`src/rtl/core/zdt_pkg.sv`:
```
// Shared types and codes for the zone dwell timer table.
// Holds the request/response payloads, table command flags and slot layout.
// No dependencies.
`default_nettype none

package zdt_pkg;

   // Operation codes of a request
   localparam logic [1:0] OP_OBSERVE = 2'd0;
   localparam logic [1:0] OP_SWEEP   = 2'd1;
   localparam logic [1:0] OP_CLEAR   = 2'd2;

   // Result status codes
   localparam logic STATUS_LOITER = 1'b0;
   localparam logic STATUS_FULL   = 1'b1;

   // Configuration register indexes
   localparam logic [2:0] CSR_LOITER_MS   = 3'd0;
   localparam logic [2:0] CSR_CLASS_COUNT = 3'd1;
   localparam logic [2:0] CSR_CLASS_A     = 3'd2;
   localparam logic [2:0] CSR_CLASS_B     = 3'd3;
   localparam logic [2:0] CSR_CLASS_C     = 3'd4;
   localparam logic [2:0] CSR_CLASS_D     = 3'd5;

   // Number of allowed-class registers
   localparam int CLASS_REGS = 4;

   typedef struct packed {
      logic [1:0]  op;
      logic [31:0] track_id;
      logic [7:0]  class_id;
      logic        in_zone;
      logic [31:0] frame_time;
   } req_type;

   typedef struct packed {
      logic        status;
      logic [31:0] event_track;
      logic [7:0]  event_class;
      logic [31:0] dwell_ms;
   } rsp_type;

   // One table slot as kept in memory
   typedef struct packed {
      logic [31:0] track;
      logic [31:0] entered;
      logic        fired;
   } slot_type;

   // Table update command, all flags act on one slot index except clear/sweep
   typedef struct packed {
      logic clear;
      logic sweep;
      logic drop;
      logic mark_seen;
      logic set_valid;
      logic mem_we;
   } tbl_cmd_type;

   // Shared subtract/compare unit result
   typedef struct packed {
      logic [31:0] diff;
      logic        zero;
      logic        no_borrow;
   } alu_res_type;

endpackage

`default_nettype wire

```
`src/rtl/core/zdt_table.sv`:
```
// Slot storage of the zone dwell timer table: valid and seen flags in flops,
// track, entry time and fired mark in a memory with a registered read port.
// Depends on zdt_pkg for slot and command types.
`default_nettype none

module zdt_table #(
   parameter int TABLE_ENTRIES = 64
) (
   input  wire logic                             clock,
   input  wire logic                             reset,
   input  wire zdt_pkg::tbl_cmd_type             cmd,
   input  wire logic [$clog2(TABLE_ENTRIES)-1:0] cmd_idx,
   input  wire zdt_pkg::slot_type                wr_slot,
   input  wire logic [$clog2(TABLE_ENTRIES)-1:0] rd_addr,
   output zdt_pkg::slot_type                     rd_slot,
   output logic                                  rd_valid,
   output logic [$clog2(TABLE_ENTRIES)-1:0]      rd_idx
);

   localparam int IDX_W = $clog2(TABLE_ENTRIES);

   zdt_pkg::slot_type        mem [TABLE_ENTRIES];
   logic [TABLE_ENTRIES-1:0] valid_ff, valid_in;
   logic [TABLE_ENTRIES-1:0] seen_ff, seen_in;
   zdt_pkg::slot_type        rd_slot_ff;
   logic                     rd_valid_ff;
   logic [IDX_W-1:0]         rd_idx_ff;

   // Flag updates: clear, end-of-frame sweep, or a single-slot change
   always_comb begin
      valid_in = valid_ff;
      seen_in  = seen_ff;
      if (cmd.clear) begin
         valid_in = '0;
         seen_in  = '0;
      end else if (cmd.sweep) begin
         valid_in = valid_ff & seen_ff;
         seen_in  = '0;
      end else begin
         if (cmd.drop) begin
            valid_in[cmd_idx] = 1'b0;
            seen_in[cmd_idx]  = 1'b0;
         end
         if (cmd.set_valid) begin
            valid_in[cmd_idx] = 1'b1;
         end
         if (cmd.mark_seen) begin
            seen_in[cmd_idx] = 1'b1;
         end
      end
   end

   always_ff @(posedge clock) begin
      if (reset) begin
         valid_ff <= '0;
         seen_ff  <= '0;
      end else begin
         valid_ff <= valid_in;
         seen_ff  <= seen_in;
      end
   end

   // Slot memory: one write, one registered read
   always_ff @(posedge clock) begin
      if (cmd.mem_we) begin
         mem[cmd_idx] <= wr_slot;
      end
      rd_slot_ff  <= mem[rd_addr];
      rd_valid_ff <= valid_ff[rd_addr];
      rd_idx_ff   <= rd_addr;
   end

   assign rd_slot  = rd_slot_ff;
   assign rd_valid = rd_valid_ff;
   assign rd_idx   = rd_idx_ff;

`ifndef SYNTHESIS
   // A new entry only ever takes a free slot
   a_alloc_free: assert property (@(posedge clock) disable iff (reset)
      cmd.set_valid |-> !valid_ff[cmd_idx])
      else $error("allocation into an occupied slot");

   // Drops only hit live entries
   a_drop_live: assert property (@(posedge clock) disable iff (reset)
      cmd.drop |-> valid_ff[cmd_idx])
      else $error("drop of an empty slot");

   // Clear empties every flag
   a_clear_empty: assert property (@(posedge clock) disable iff (reset)
      cmd.clear |=> (valid_ff == '0) && (seen_ff == '0))
      else $error("table not empty after clear");
`endif

endmodule

`default_nettype wire

```
`config.mk`:
```
export PLATFORM = sky130hd
export DESIGN_NAME = zdt_table
export DESIGN_NICKNAME = d
export VERILOG_FILES = /design/src/rtl/core/zdt_pkg.sv /design/src/rtl/core/zdt_table.sv
export SDC_FILE = /design/constraint.sdc
export NUM_CORES = 2
export LEC_CHECK = 0
export BUFFER_PORTS_ARGS = -buffer_cell sky130_fd_sc_hd__clkbuf_2
export CORE_MARGIN = 2
export CORE_UTILIZATION = 44
export DETAILED_ROUTE_END_ITERATION = 10
export GPL_TIMING_DRIVEN = 0
export HOLD_SLACK_MARGIN = 0.03
export PLACE_DENSITY = 0.67
export REMOVE_ABC_BUFFERS = 1
export SYNTH_ARGS = -nofsm -noshare
export SYNTH_HDL_FRONTEND = slang
export SYNTH_MEMORY_MAX_BITS = 65536
export SYNTH_SLANG_ARGS = --single-unit
```
`constraint.sdc`:
```
create_clock -name clock -period 3.6 [get_ports clock]
set_input_delay 0.36 -clock clock [delete_from_list [all_inputs] [get_ports clock]]
set_output_delay 0.36 -clock clock [all_outputs]
set_load 0.05 [all_outputs]
```
# Yosys cells after proc, flatten, opt, wreduce, memory -nomap -nowiden
# Memory sizes are Yosys's and may differ from the RTL's. A register that Yosys moved wholly into a read port is not among the register bits.
# Cells that the tools add are included.
# totals
ff_bits	135
mem_bits_rw	4160
out_inout_bits	72
mem_count	1
# mem_list
memory	depth	width	rd	rd_clocked_by_memory_dff	write_ports	line	source
mem	64	65	1	1	1	zdt_table.sv:22	zdt_pkg::slot_type mem [TABLE_ENTRIES];
# classes
magnitude_cmp	3
n_mux	15
n_bitwise	6
reduce_logical	3
# ops
cell	n
64-bit 2-to-1 mux	9
64-bit AND	3
64-bit OR	2
64-bit inverter	1
6-bit by 7-bit less-than comparator with 1-bit output, second input constant	2
1-bit binary-select mux with 6-bit select	1
1-bit demux with 6-bit select	1
6-bit by 1-bit >= comparator with 1-bit output, second input constant	1
1-bit 2-to-1 mux	4
3-bit OR reduction	1
2-bit OR reduction	1
1-bit logical AND	1

# Longest topological paths before layout
# logic_depth
depth_word	12
depth_mapped	10
mapped_depth_nobuf	5

# Least setup slack after synthesis
# No wires, ideal clock.
# synth_path
path_kind	input port to flip-flop
start	input port cmd_idx[0]
end	memory mem[16][0] (netlist bit) (enable)
setup_ns	0.430
t_arrival_ns	2.909
path_slack_ns	0.260
path_stages	4
path_buffers	2
cell_sequence	buf_2 -> nor3_1 -> clkbuf_1 -> and3_1
# synth_lines
element	line	source
start, declared	zdt_table.sv:12	input wire logic [$clog2(TABLE_ENTRIES)-1:0] cmd_idx,
end, declared	zdt_table.sv:22	
# No word-level cell before the write port.

# Final worst setup path
# layout_path
start	input port rd_addr[1]
end	register rd_valid_ff, in the netlist rd_valid
# layout_between
elab_chain_cells	2
# layout_rtl
element	line	source
start, declared	zdt_table.sv:14	input wire logic [$clog2(TABLE_ENTRIES)-1:0] rd_addr,
1-bit binary-select mux with 6-bit select	zdt_table.sv:69	rd_valid_ff <= valid_ff[rd_addr];
1-bit 2-to-1 mux (implied by the code)	zdt_table.sv:69	
end signal, assigned	zdt_table.sv:69	
end, declared	zdt_table.sv:26	logic rd_valid_ff;
# Every way passes these cells. The select of a mux whose other input is x is not followed.
# A chain may end at the register's enable or synchronous reset.

==> impl_results.md <==
- Met2 Use GR: 0.351
- Critical-path cell list: clkbuf_8, buf_16, buf_16, buf_16, buf_16, buf_16, mux4_2, mux2i_1, a221oi_1, a21oi_1, a211oi_1
- Initial antenna violation count: 20
- Clock skew: ~46 ps
- Final setup fails: 0
- Top cell by count, worst path: buf_16
- Ys flop type: edfxtp_1
- LEAKAGE: approximately 58 nW
- Mean area per synthesized cell: 22.4 um^2
- Max Clk Rate: 283 MHz
- Hold Slack: roughly 120 ps
- Buf+Inv Stages, Crit Path: 6
- Gpl congestion: about 0.7
- Routed WL per cell: 32.4 um
- Post-place setup slack: -1100 ps
- Layout Cells excl Fill: about 13,000
- P_sw: between 20 and 25 mW
- Layout cells sized above 1: 0.259
- Post-place instance area: roughly 170,000 um^2
- Number of global-route vias before repair: about 82,000
- WS Path Type: input pin to register
- Flop pwr share: 0.533
- Final TNS setup: 0 ps
- CTS buffer count: around 430
- CTS sink cnt: 4,360
- Final period util: 0.980
- Fin. Hold Viols: 0
- Post-placement cell count: ~12,000
- Root buf cell: clkbuf_16
- Worst Path Max Fanout: 86
- Total track usage: 0.218
- Top-level I/O count: ~160
- Switching share of power: 0.213
- IO Port Bufs: 156
- Pre-antenna DRT Iters: 5
- Min cycle time layout: 3530 ps
- CP Data Required Time: ~4400 ps
- Slowest stage delay, CP: between 500 and 600 ps
- Clock share of power: 0.419
- DRC: 0
- Final-layout fill cell count: 28,400
- Largest net degree at the start of global routing: between 90 and 100
- Fin area: ~190,000 um^2
- Register area share after synthesis: 0.783
- Initial drt markers: around 13,000
- Grt peak-use layer: met2
- Ys async rst share: 0
- TritonCTS clock tree: built
- Die Width: approximately 600 um
- Initial Utilization: 0.442
- Hold Path Class: input pin to register
- Seq cells post-synth: between 4,000 and 5,000
- Clock transition at path regs: 60 ps
- Biggest area consumer among synthesized cells: edfxtp_1
- Die height: ~600 um
- Detailed Route WL: 422,000 um
- CP max-delay cell: mux4_2
- Number of synthesized flops with an enable pin: between 4,000 and 5,000
- Max Cap Violations: 0
- Synth top area cells: edfxtp_1, mux4_2, dfxtp_1, a22oi_1, o221ai_1
- Global-route wire length before repair: 594,000 um
- CP endpoint kind: register
- RSZ-0062 raised after global routing: false
- CP top delay family: buffers and inverters
- Max-slew violations: 0
- Post-DP HPWL: 241,000 um
- Routed Antenna Nets: 0
- Max_slew headroom: 0.0715
- Cells after synthesis: between 7,000 and 8,000
- Max VDD drop: about 0.43 mV
- Core Footprint: 372,000 um^2
- Yosys Warn Count: 0
- Combinational fraction of design power: 0.048
- Die area: 379,000 um^2
- P_int: between 80 and 90 mW
- DR vias/cell: about 6.2
- M3 GR Usage: 0.0414
- Synth unique cells: 34
- Top cell type's share of synthesized area: 0.759
- Via Count: 81,300
- Startpoint type of the worst setup path: input pin
- Power per cell area: between 500 and 600 nW/um^2
- Actual slew at the worst max-slew pin: ~1400 ps
- Nets@finish: 7,762
- Clock buffer depth: 4
- Post-synthesis cell area: around 160,000 um^2
- Met1 GRT Util: 0.304
- Final WS setup: 70.2 ps
- Rows: about 220
- Clk Latency, worst-skew pair: between 900 and 1000 ps
- Synth-to-layout area growth: 14.5%
- Htree depth: 5
- Outcome: complete, no violations
- Total grt overflow: 0
- CP arrival: about 4300 ps
==> cell usage after synthesis (all sizes together), types with 24 or more instances <==
library cell and n:
edfxtp 4160, mux4 1056, a22oi 301, buf 237, clkbuf 230, dfxtp 200, nor2 151, nand3 136
and3 132, o22ai 111, o221ai 107, nand2 88, a221oi 86, a211oi 84, mux2i 67, and2 48
nor2b 48, o21ai 45, a21oi 24
==> power by group through the flow <==
stage	clock [mW]	sequential [mW]	combinational, mW
floorplan	0	57.5	2.00
global placement	0	57.2	9.11
detailed placement	0	57.2	5.08
CTS	44.7	56.1	5.11
global route	46.7	56.1	5.40
finish	44.1	56.1	5.11
==> worst register-to-register path, cell delays in order, from the launching register on <==
cell and delay (ps):
edfxtp_1 360, mux4_2 470, nor2b_1 150, a211oi_1 400, o22ai_1 240, and3_1 220
==> logic make-up (layout without fill, tap and decap cells) <==
group                  Yosys count  in the layout  share of synthesized area
multiplexers                  1123           1123                      0.149
flip-flops                    4360           4360                      0.783
AO/OA/AOI/OAI                  765            765                     0.0345
AND/OR/NAND/NOR                648            648                     0.0203
buffers and inverters          467           1146                     0.0135
other                            0             10                          0
==> placed cells by master (no fill, tap or decap), drive strengths merged, types with 48 or more instances in the layout <==
| cell type | instances |
|---|---|
| and3 | 132 |
| o22ai | 111 |
| nand3 | 136 |
| mux2i | 67 |
| dfxtp | 200 |
| and2 | 48 |
| nor2 | 151 |
| clkinv | 179 |
| edfxtp | 4160 |
| a22oi | 301 |
| mux4 | 1056 |
| buf | 183 |
| a221oi | 86 |
| nor2b | 48 |
| a211oi | 84 |
| clkbuf | 702 |
| o221ai | 107 |
| nand2 | 88 |
==> per-stage QoR <==
step	util	total power [mW]
after floorplan	-	59.5
after global routing	0.506	108
after CTS	0.505	106
final	0.506	105
after global placement	0.455	66.3
after detailed placement	0.468	62.3
==> flip-flops by register name, indices dropped and copies added (netlist names) <==
register	cells
mem	4160
rd_slot	65
seen_ff	64
valid_ff	64
rd_idx	6
rd_valid	1
==> path summary, 6_finish.rpt <==
path                     startpoint                      end  slack, ps  cells past startpoint
min reg2reg  seen_ff[49]$_SDFF_PP0_  valid_ff[49]$_SDFF_PP0_        480                      2
min                      cmd_idx[0]   seen_ff[12]$_SDFF_PP0_        120                      5
max                      rd_addr[1]         rd_valid$_DFF_P_         70                     11
max reg2reg   mem[43][33]$_DFFE_PP_      rd_slot[33]$_DFF_P_       1590                      5
==> metal layers <==
| metal | routed length (um) | vias to the layer above |
|---|---|---|
| li1 | - | 32300 |
| met1 | 163000 | 43600 |
| met2 | 203000 | 4611 |
| met3 | 42200 | 789 |
| met4 | 13600 | 4 |
| met5 | 27 | - |
==> cell type report <==
class                   count  area, um^2  share of cell area
multi-input cells        2536       33900               0.180
well taps                4972        6220              0.0330
repair buffers            352        5600              0.0297
diodes                     10        25.0            0.000133
flip-flops and latches   4360      129000               0.684
clock buffers             546       11400              0.0604
clock inverters           248        2400              0.0127
==> timing repair <==
action	4_1_cts	5_1_grt
gates resized for setup	1	0
endpoints found under the hold margin	52	20
endpoints found under the setup margin	2	18
cloned	0	3
buffers inserted	0	0
hold buffers	10	4
No activity file was read; power rests on OpenSTA's default activity.
