--- config.mk ---
export PLATFORM = sky130hd
export DESIGN_NAME = zdt_alu
export DESIGN_NICKNAME = d
export VERILOG_FILES = /design/src/rtl/core/zdt_pkg.sv /design/src/rtl/core/zdt_alu.sv
export SDC_FILE = /design/constraint.sdc
export NUM_CORES = 1
export LEC_CHECK = 0
export ABC_AREA = 0
export ABC_CLOCK_PERIOD_IN_PS = 2600
export BUFFER_PORTS_ARGS = -buffer_cell sky130_fd_sc_hd__buf_2
export CAP_MARGIN = 30
export CORE_UTILIZATION = 30
export DETAILED_ROUTE_END_ITERATION = 8
export GPL_ROUTABILITY_DRIVEN = 0
export PLACE_DENSITY_LB_ADDON = 0.1
export SYNTH_ARGS = -nofsm -noshare
export SYNTH_HDL_FRONTEND = slang
export SYNTH_SLANG_ARGS = --single-unit
--- constraint.sdc ---
create_clock -name vclk -period 2.6
set_clock_uncertainty 0.2 [all_clocks]
set_input_delay 0 -clock vclk [all_inputs]
set_output_delay 0 -clock vclk [all_outputs]
set_load 0.005 [all_outputs]
--- src/rtl/core/zdt_pkg.sv ---
// Shared types and codes for the zone dwell timer table.
// Holds the request/response payloads, table command flags and slot layout.
// No dependencies.
`default_nettype none

package zdt_pkg;

   // Operation codes of a request
   localparam logic [1:0] OP_OBSERVE = 2'd0;
   localparam logic [1:0] OP_SWEEP   = 2'd1;
   localparam logic [1:0] OP_CLEAR   = 2'd2;

   // Result status codes
   localparam logic STATUS_LOITER = 1'b0;
   localparam logic STATUS_FULL   = 1'b1;

   // Configuration register indexes
   localparam logic [2:0] CSR_LOITER_MS   = 3'd0;
   localparam logic [2:0] CSR_CLASS_COUNT = 3'd1;
   localparam logic [2:0] CSR_CLASS_A     = 3'd2;
   localparam logic [2:0] CSR_CLASS_B     = 3'd3;
   localparam logic [2:0] CSR_CLASS_C     = 3'd4;
   localparam logic [2:0] CSR_CLASS_D     = 3'd5;

   // Number of allowed-class registers
   localparam int CLASS_REGS = 4;

   typedef struct packed {
      logic [1:0]  op;
      logic [31:0] track_id;
      logic [7:0]  class_id;
      logic        in_zone;
      logic [31:0] frame_time;
   } req_type;

   typedef struct packed {
      logic        status;
      logic [31:0] event_track;
      logic [7:0]  event_class;
      logic [31:0] dwell_ms;
   } rsp_type;

   // One table slot as kept in memory
   typedef struct packed {
      logic [31:0] track;
      logic [31:0] entered;
      logic        fired;
   } slot_type;

   // Table update command, all flags act on one slot index except clear/sweep
   typedef struct packed {
      logic clear;
      logic sweep;
      logic drop;
      logic mark_seen;
      logic set_valid;
      logic mem_we;
   } tbl_cmd_type;

   // Shared subtract/compare unit result
   typedef struct packed {
      logic [31:0] diff;
      logic        zero;
      logic        no_borrow;
   } alu_res_type;

endpackage

`default_nettype wire

--- src/rtl/core/zdt_alu.sv ---
// Shared 32-bit subtract and compare unit of the zone dwell timer table.
// Depends on zdt_pkg for the result struct.
`default_nettype none

module zdt_alu (
   input  wire logic [31:0]          a,
   input  wire logic [31:0]          b,
   output zdt_pkg::alu_res_type      res
);

   logic [32:0] sum;

   // Subtract with borrow out; zero difference doubles as equality
   always_comb begin
      sum           = {1'b0, a} + {1'b0, ~b} + 33'd1;
      res.diff      = sum[31:0];
      res.no_borrow = sum[32];
      res.zero      = (sum[31:0] == 32'd0);
   end

endmodule

`default_nettype wire

After elaboration in Yosys (flattened, before gate mapping). Index checks and enable logic that the tools add are counted.

Add/sub/neg operators: 2. Multipliers: 0. Divide/modulo/power cells: 0. Order comparisons: 0. Equal/unequal tests: 0. Shift-type cells: 0. Multiplexer cells: 0. Bitwise gates (word level): 1. Reductions and logical operators: 1.

Operators by type and width (count): $add A32 B32 Y33 (1); $add A33 B1 Y33 const B (1); $logic_not A32 Y1 (1); $not A32 Y32 (1).

Register bits: 0. Latch bits: 0. RAM bits: 0. Bits in read-only memories: 0. Input bits: 64. Output and inout port bits: 34. Logic and storage cells: 4. Memories kept: 0.

Logic depth before layout (Yosys ltp). Gate-level depths: netlist of the first run.

Depth in word-level cells: 4. Gate-level depth with buffers: 12. Gate-level depth less buffers: 12.

Least setup slack after synthesis of the first run. Ideal clock, no wire load.

Path kind: in2out. From: input port a[0]. To: output port res[1] (netlist bit). Arrival time: 2.519 ns. Data required time: 2.400 ns. Slack: -0.119 ns. Stages: 12. Buffers on the path: 0. Cells stage by stage: inv_1 > ha_1 > fa_1 > nor2b_4 > o31a_1 > o21ai_2 > a31oi_1 > xor2_1 > or4b_1 > nor4_1 > nand4b_1 > nor4_2.

RTL lines: start: declaration (line zdt_alu.sv:6) `input wire logic [31:0] a,`; end: declaration (line zdt_alu.sv:8) `output zdt_pkg::alu_res_type res`.

==> results of run 1 <==
## per-stage QoR
step	worst slack [ns]	power [mW]	TNS, ns	hold WS [ns]	utilization, %
after floorplan	-0.0588	0.464	-0.0588	-0.0611	-
after global placement	-0.567	0.980	-1.25	0.140	53.1
after detailed placement	-0.636	0.989	-1.53	0.151	53.1
after CTS	-0.399	1.07	-0.846	0.180	56.7
after global routing	-0.556	1.24	-1.03	0.157	59.6
final	-0.389	1.14	-0.549	0.142	59.6
## worst min-delay path: stages
cell,delay [ns]
buf_6,0.07
ha_4,0.11
inv_1,0.04
buf_2,0.12
## cells in the final DEF (no fill, tap or decap), drive strengths merged, types with 4 or more instances in the layout
master	instances
a21o	8
nor4	4
or3	5
nor2	24
buf	215
o21ai	17
a31oi	4
and3	6
xor2	9
xnor2	11
a211oi	4
inv	41
a221oi	4
nand2	28
nand3	4
a21oi	25
ha	32
nor3	8
o21a	8
## per-layer routing
metal | track usage [%] | vias to the layer above | routed length, microns
li1 | - | 1522 | -
met1 | 25.7 | 1335 | 3310
met2 | 35.6 | 74 | 3530
met3 | 0.787 | 8 | 320
met4 | 1.54 | 0 | 66
met5 | 0 | - | 0
## logic make-up after synthesis
kind of cell	count (synthesis)	synth area share, %
AO/OA/AOI/OAI	101	37.1
AND/OR/NAND/NOR	98	24.5
buffers and inverters	46	9.25
adder cells (fa/ha/maj)	33	20.6
XOR/XNOR	20	8.57
## power by group through the flow
stage / combinational (mW) / clock [mW] / sequential (mW)
2_1_floorplan: 0.464 / 0 / 0
5_1_grt: 1.24 / 0 / 0
4_1_cts: 1.07 / 0 / 0
6_report: 1.14 / 0 / 0
3_3_place_gp: 0.980 / 0 / 0
3_5_place_dp: 0.989 / 0 / 0
## how the worst max path moves through the flow
| stage | start | endpoint | slack, ns | cells after the start |
|---|---|---|---|---|
| floorplan | a[0] | res[1] | -0.06 | 12 |
| global placement | a[0] | res[1] | -0.57 | 14 |
| detailed placement | a[0] | res[1] | -0.64 | 14 |
| CTS | b[0] | res[1] | -0.40 | 15 |
| global route | a[0] | res[1] | -0.56 | 16 |
| finish | a[0] | res[1] | -0.39 | 15 |
## final cells by class
class | instances | area (sq um)
Multi-Input combinational cell | 252 | 2180
Inverter | 41 | 156
Timing Repair Buffer | 215 | 1420
Tap cell | 77 | 96.3
Fill cell | 624 | 2610
## what timing repair did
item                       4_1_cts  5_1_grt
buffers inserted                 9        7
setup endpoints to repair        7       10
resized for setup               32       33
pin swaps                       23       24
==> impl_results.md, run 1 <==
* Fmax at 0.335 GHz
* Crit path buf inv count at 4
* Yosys Warn Count at 0
* Largest area contributor in the netlist: ha_1
* Fin cells at 585
* Layout cells sized above 1 at 53.1%
* Syn avg cell area at 6.86 sq um
* Cell Rows at 29
* Remaining Overflow, GRT at 0
* Vias in the first global route at 2,730
* Wirelength per Cell at 12.3 microns
* CP peak stage delay at 0.34 ns
* DRT antenna net count at 0
* Count of unique library cells instantiated by Yosys at 59
* CP top delay family: compound AO/OA/AOI/OAI gates
* Internal at 0.636 mW
* Clock network fraction of total power at 0%
* Via count at between 2,000 and 3,000
* Maximum vdd drop at 0.000173 V
* CP arrival at roughly 2.8 ns
* PD cells at 297 nW/um^2
* Ant. Diodes at 0
* Max transition margin at 58.8%
* Max_cap viols at 0
* Worst min path class: input pin to output pin
* Outcome: finished, violations left
* First-pass iteration count of the detailed router at 6
* Post-synthesis cell area at between 2000 and 2500 sq um
* Least-Margin Pin Slew at approximately 0.61 ns
* Final worst-path cycle share at 115%
* Die Area at slightly above 7000 sq um
* Setup crit start kind: input pin
* Die Width at 84.5 microns
* Port buffer count at 98
* Setup WS post-layout at -0.389 ns
* Final Hold Viols at 0
* Slowest stage cell on the critical path: o31a_1
* Synth cell count leaders: inv_1, ha_1, nand2_1
* Setup CP Type: input pin to output pin
* Comb power frac at 100.0%
* Core ar. at 6460 sq um
* Post-route cell area at 3850 sq um
* Clock buffer count at 0
* Num sequential at 0
* Switching pwr at 0.506 mW
* Placed instance area at roughly 3400 sq um
* FF/Latch Area at 0 sq um
* CTS Hold Bufs at 0
* Crit path capture type: output pin
* Final setup fails at 2
* Initial Utilization at 31.6%
* Vias per cell at 5.02
* Die Ht at 84.5 microns
* Crit path time final at 2.99 ns
* Nets at 607
* Unrepaired setup endpoints after global routing: yes
* Drt initial violations at 75
* Switching part of the total power at 44.3%
* Hold endpoint: res[2]
* Leakage power at 2.03 nW
* CP required at 2.40 ns
* Failing checks: design-rule violations, negative setup slack
* Reg power frac at 0%
* Initial antenna violation count at 0
* Post-Syn Nets at 395
* Area Growth Syn to Fin at 88.4%
* Post-synth top area share at 19.6%
* Hold Path Origin: b[0]
* Top Ports at just under 100
* Register area share after synthesis at 0%
* Placed Cells at 577
* Crit-path cells: buf_6 > inv_4 > ha_4 > fa_2 > nor2b_4 > o31a_1 > buf_4 > o211ai_4 > a31oi_4 > a221oi_4 > xnor2_2 > or3_1 > a2111o_1 > nor4_2 > buf_2
* Most common cell in the netlist: inv_1
* Final WL at 7.22 mm
* Hold path depth at 4
* # DRC at 16
* Cell count after synthesis at 298
* Post-DP HPWL at 5.98 mm
* Worst-path maximum fanout at 4
* Main area contributors after synthesis: ha_1, inv_1, a21oi_1
* Slew Limit Fails at 0
* Largest net degree at the start of global routing at 10
* Global-route wire length before repair at 11.7 mm
* GRT Util Overall at 19.2%
No activity file was read; power rests on OpenSTA's default activity.
==> inputs of run 2 (changes only) <==
--- a/config.mk
+++ b/config.mk
@@ -13,6 +13,7 @@
 export DETAILED_ROUTE_END_ITERATION = 8
 export GPL_ROUTABILITY_DRIVEN = 0
 export PLACE_DENSITY_LB_ADDON = 0.1
+export SETUP_SLACK_MARGIN = 0.05
 export SYNTH_ARGS = -nofsm -noshare
 export SYNTH_HDL_FRONTEND = slang
 export SYNTH_SLANG_ARGS = --single-unit
==> run 2 against run 1 <==
Effect of this change: the flow still finishes with violations (design-rule violations, negative setup slack); combinational power is essentially flat; critical path depth stayed put; maximum frequency decreased by 0.84%; non-clock buffer count up 4; via count down 0.99%; core utilization grew 0.19 points; largest power group unchanged; highest routed layer unchanged.
==> impl_results.md, run 2 (synthesis results as in run 1) <==
* Critical path endpoint: res[1]
* Setup WS post-layout at -0.415 ns
* DRT antenna net count at 0
* Final Hold Viols at 0
* Setup CP Type: input pin to output pin
* Remaining Overflow, GRT at 0
* Vias per cell at 4.94
* Unrepaired setup endpoints after global routing: yes
* Initial Utilization at 31.6%
* Reg power frac at 0%
* Drt initial violations at just under 100
* Setup crit start kind: input pin
* Global-route wire length before repair at ~12 mm
* Wirelength per Cell at ~12 microns
* First-pass iteration count of the detailed router at 6
* Die Ht at about 85 microns
* PD cells at slightly below 300 nW/um^2
* Crit path from: a[0]
* Max transition margin at between 50% and 60%
* Slew Limit Fails at 0
* Maximum vdd drop at 0.000152 V
* Crit path time final at 3.01 ns
* Switching pwr at 0.506 mW
* Outcome: finished, violations left
* GRT Util Overall at 19.4%
* Crit path capture type: output pin
* CP required at between 2 and 2.5 ns
* Ant. Diodes at 0
* Post-route cell area at just under 4000 sq um
* Least-Margin Pin Slew at 0.736 ns
* Clock network fraction of total power at 0%
* Cell Rows at 29
* Setup WS pre-CTS at -0.636 ns
* Multi-input logic area at 2170 sq um
* CP arrival at roughly 2.8 ns
* Die Width at 84.5 microns
* Comb power frac at 100.0%
* Worst min path class: input pin to output pin
* Post-DP HPWL at 5.98 mm
* Nets at 611
* Final setup fails at 4
* Leakage power at 2.03 nW
* Die Area at between 7000 and 8000 sq um
* Vias in the first global route at 2,752
* Most common cell after layout, fill and taps aside: buf_4
* Placed instance area at 3430 sq um
* Fmax at 0.332 GHz
* Largest net degree at the start of global routing at 10
* Core ar. at 6460 sq um
* # DRC at 16
* Num sequential at 0
* Switching part of the total power at 44.1%
* Final Power at 1.15 mW
* Final worst-path cycle share at 116%
* Max_cap viols at 0
* Failing checks: design-rule violations, negative setup slack
* Initial antenna violation count at 0
* Final WL at 7.19 mm
* Fin cells at between 500 and 600
* Fillers at 621
* FF/Latch Area at 0 sq um
* CTS Hold Bufs at 0
* Internal at 0.640 mW
* Worst-path maximum fanout at 4
* Layout cells sized above 1 at 53.9%
* Area Growth Syn to Fin at 89.0%
* Clock buffer count at 0
* Top Ports at 98
* Placed Cells at 577
* Via count at just under 3,000
* Commonest non-fill, non-tap cells in the layout: buf_4, buf_2, inv_1
* Port buffer count at just under 100
-- run 2: changes by cell type in the layout (fill, tap and decap cells not counted), sizes merged --
cell  previous run  this run
buf            215       219
-- run 2: per-layer routing --
layer	track usage, %	routed length, microns	vias up
li1	-	-	1523
met1	25.7	3330	1307
met2	36.2	3500	74
met3	0.787	303	6
met4	1.54	48	0
met5	0	0	-
-- run 2: timing repair --
action | in CTS | in global routing
setup endpoints to repair | 9 | 14
gates resized for setup | 38 | 26
setup buffers | 12 | 8
pin swaps | 27 | 10
-- run 2: area by class of cell --
cell class	instances	share of cell area, %
inverter	41	4.05
timing repair buffer	219	37.2
multi-input combinational	252	56.2
tap	77	2.49
-- run 2: worst min path at each step --
stage / start / endpoint / slack, ns / cells after the start
after floorplan: b[0] / res[2] / -0.06 / 2
after global placement: b[0] / res[2] / 0.14 / 4
after detailed placement: b[0] / res[2] / 0.15 / 4
after CTS: b[0] / res[2] / 0.15 / 4
after global routing: b[0] / res[2] / 0.16 / 4
final: b[0] / res[2] / 0.14 / 4
-- run 2: power by group through the flow --
stage                     Combinational [mW]  Clock [mW]  Sequential (mW)
after CTS                               1.10           0                0
after global placement                 0.980           0                0
after detailed placement               0.989           0                0
after global routing                    1.25           0                0
final                                   1.15           0                0
after floorplan                        0.464           0                0
-- run 2: critical path: stages --
cell,delay [ns]
buf_6,0.10
inv_4,0.04
ha_4,0.13
fa_2,0.23
nor2b_4,0.05
o31a_1,0.31
buf_4,0.17
o211ai_4,0.21
a31oi_4,0.14
a221oi_4,0.34
xnor2_2,0.12
or3_1,0.36
a2111o_1,0.30
nor4_2,0.16
buf_2,0.16
-- run 2: metrics by stage --
step	util [%]	setup TNS, ns	hold WS [ns]
CTS	57.4	-0.981	0.145
floorplan	-	-0.0588	-0.0611
finish	59.8	-0.783	0.143
detailed placement	53.1	-1.53	0.151
global route	59.8	-1.38	0.157
global placement	53.1	-1.25	0.140
==> inputs of run 3 (changes only) <==
--- a/config.mk
+++ b/config.mk
@@ -6,7 +6,7 @@
 export NUM_CORES = 1
 export LEC_CHECK = 0
 export ABC_AREA = 0
-export ABC_CLOCK_PERIOD_IN_PS = 2600
+export ABC_CLOCK_PERIOD_IN_PS = 2500
 export BUFFER_PORTS_ARGS = -buffer_cell sky130_fd_sc_hd__buf_2
 export CAP_MARGIN = 30
 export CORE_UTILIZATION = 30
==> constraint.sdc (replaced) <==
create_clock -name vclk -period 2.5
set_clock_uncertainty 0.2 [all_clocks]
set_input_delay 0 -clock vclk [all_inputs]
set_output_delay 0 -clock vclk [all_outputs]
set_load 0.005 [all_outputs]
==> run 3 against run 2 <==
Effect of this change: die area did not move; sequential cell count did not move; core utilization rose by 5.6 points; critical path depth stayed put; critical path type unchanged; via count is 2.3% higher; non-clock buffer count increased by 14; global-route usage rose by 0.18 points; the flow still finishes with violations (design-rule violations, negative setup slack); combinational power up 12%.
==> impl_results.md, run 3 (synthesis results as in run 1) <==
* Outcome: finished, violations left
* Failing checks: design-rule violations, negative setup slack
* DRT antenna net count at 0
* Post-DP HPWL at 5.87 mm
* Setup WS pre-CTS at -0.709 ns
* Crit path buf inv count at 4
* Switching part of the total power at 43.8%
* Final WL at 7.67 mm
* Worst-path maximum fanout at 4
* Layout cells sized above 1 at 60.6%
* Crit path time final at between 2 and 3 ns
* CP arrival at 2.79 ns
* Reg power frac at 0%
* Die Area at 7140 sq um
* GRT Util Overall at 19.6%
* Wirelength per Cell at 12.7 microns
* Max_cap viols at 0
* Worst min path class: input pin to output pin
* PD cells at between 300 and 400 nW/um^2
* Final Hold Viols at 0
* CTS Hold Bufs at 0
* Placed instance area at 3480 sq um
* Drt initial violations at 57
* Port buffer count at 98
* Commonest non-fill, non-tap cells in the layout: buf_4, buf_2, inv_1
* Met1 WL at about 3.5 mm
* Initial Utilization at 31.6%
* Hold endpoint: res[2]
* # DRC at 8
* Maximum vdd drop at 0.000156 V
* Met3 wire length at roughly 280 microns
* Setup CP Type: input pin to output pin
* Die Width at 84.5 microns
* Initial antenna violation count at 0
* CP peak stage delay at 0.37 ns
* Hold Path Origin: b[0]
* Internal at around 0.73 mW
* Via count at 2,976
* CP top delay family: compound AO/OA/AOI/OAI gates
* Setup WS post-layout at -0.491 ns
* Most common cell after layout, fill and taps aside: buf_4
* Cell Rows at 29
* Final worst-path cycle share at 120%
* Remaining Overflow, GRT at 0
* Core ar. at approximately 6500 sq um
* FF/Latch Area at 0 sq um
* Comb power frac at between 90% and 100%
* Crit-path cells: buf_6 > inv_4 > ha_4 > fa_2 > nor2b_4 > o31a_1 > buf_4 > o211ai_4 > a31oi_4 > a221oi_4 > xnor2_2 > or3_1 > a2111o_1 > nor4_2 > buf_2
* Clock network fraction of total power at 0%
* Ant. Diodes at 0
* Final Power at 1.29 mW
* Fmax at 0.334 GHz
* Setup crit start kind: input pin
* Slew Limit Fails at 0
* First-pass iteration count of the detailed router at 6
* Largest net degree at the start of global routing at 9
* Least-Margin Pin Slew at 0.510 ns
* Leakage power at 2.14 nW
* Global-route wire length before repair at 12.0 mm
* Crit path capture type: output pin
* Placed Cells at 583
* Switching pwr at ~0.57 mW
* Area Growth Syn to Fin at 107%
* Slowest stage cell on the critical path: or3_1
* Final setup fails at 4
* Clock buffer count at 0
* Nets at around 630
* Hold path depth at 4
* Highest metal used: met3
* WL met2 at 3.94 mm
* Die Ht at 84.5 microns
* CP required at 2.30 ns
* Num sequential at 0
* Top Ports at a little under 100
* Post-route cell area at roughly 4200 sq um
* Fin cells at about 600
* Unrepaired setup endpoints after global routing: yes
* Setup TNS at -1.04 ns
* Vias per cell at 4.94
* Vias in the first global route at 2,741
* Max transition margin at 65.8%
[run 3: cell types whose count changed in the layout (fill, tap and decap cells not counted), sizes merged]
cell  previous run  this run
buf            219       233
[run 3: through the flow]
step | utilization [%] | hold WS, ns
final | 65.4 | 0.149
after global routing | 65.4 | 0.167
after CTS | 60.1 | 0.149
after detailed placement | 53.8 | 0.146
after global placement | 53.8 | 0.140
after floorplan | - | -0.0611
[run 3: how the worst max path moves through the flow]
stage / start / endpoint / cells after the start
finish: a[0] / res[1] / 15
global route: a[0] / res[1] / 15
CTS: b[0] / res[1] / 13
detailed placement: a[0] / res[1] / 15
global placement: a[0] / res[1] / 14
floorplan: a[0] / res[1] / 12
[run 3: what timing repair did]
| action | in CTS | in global routing |
|---|---|---|
| gates resized for setup | 59 | 54 |
| setup buffers | 12 | 18 |
| pin swaps | 32 | 39 |
| endpoints found under the setup margin | 11 | 13 |
[run 3: per-layer routing]
layer / GRT usage, % / vias up
met5: 0 / -
met4: 0 / 0
met3: 0.0983 / 0
met2: 36.1 / 68
met1: 27.4 / 1354
li1: - / 1554
[run 3: layout make-up]
cell class | instances | area, sq um
fill | 587 | 2230
inverter | 41 | 164
multi-input combinational | 252 | 2370
tap | 77 | 96.3
timing repair buffer | 233 | 1600
[run 3: power by group through the flow]
stage          Sequential, mW  Combinational [mW]  Clock, mW
2_1_floorplan               0               0.483          0
3_3_place_gp                0                1.03          0
3_5_place_dp                0                1.04          0
4_1_cts                     0                1.19          0
5_1_grt                     0                1.40          0
6_report                    0                1.29          0
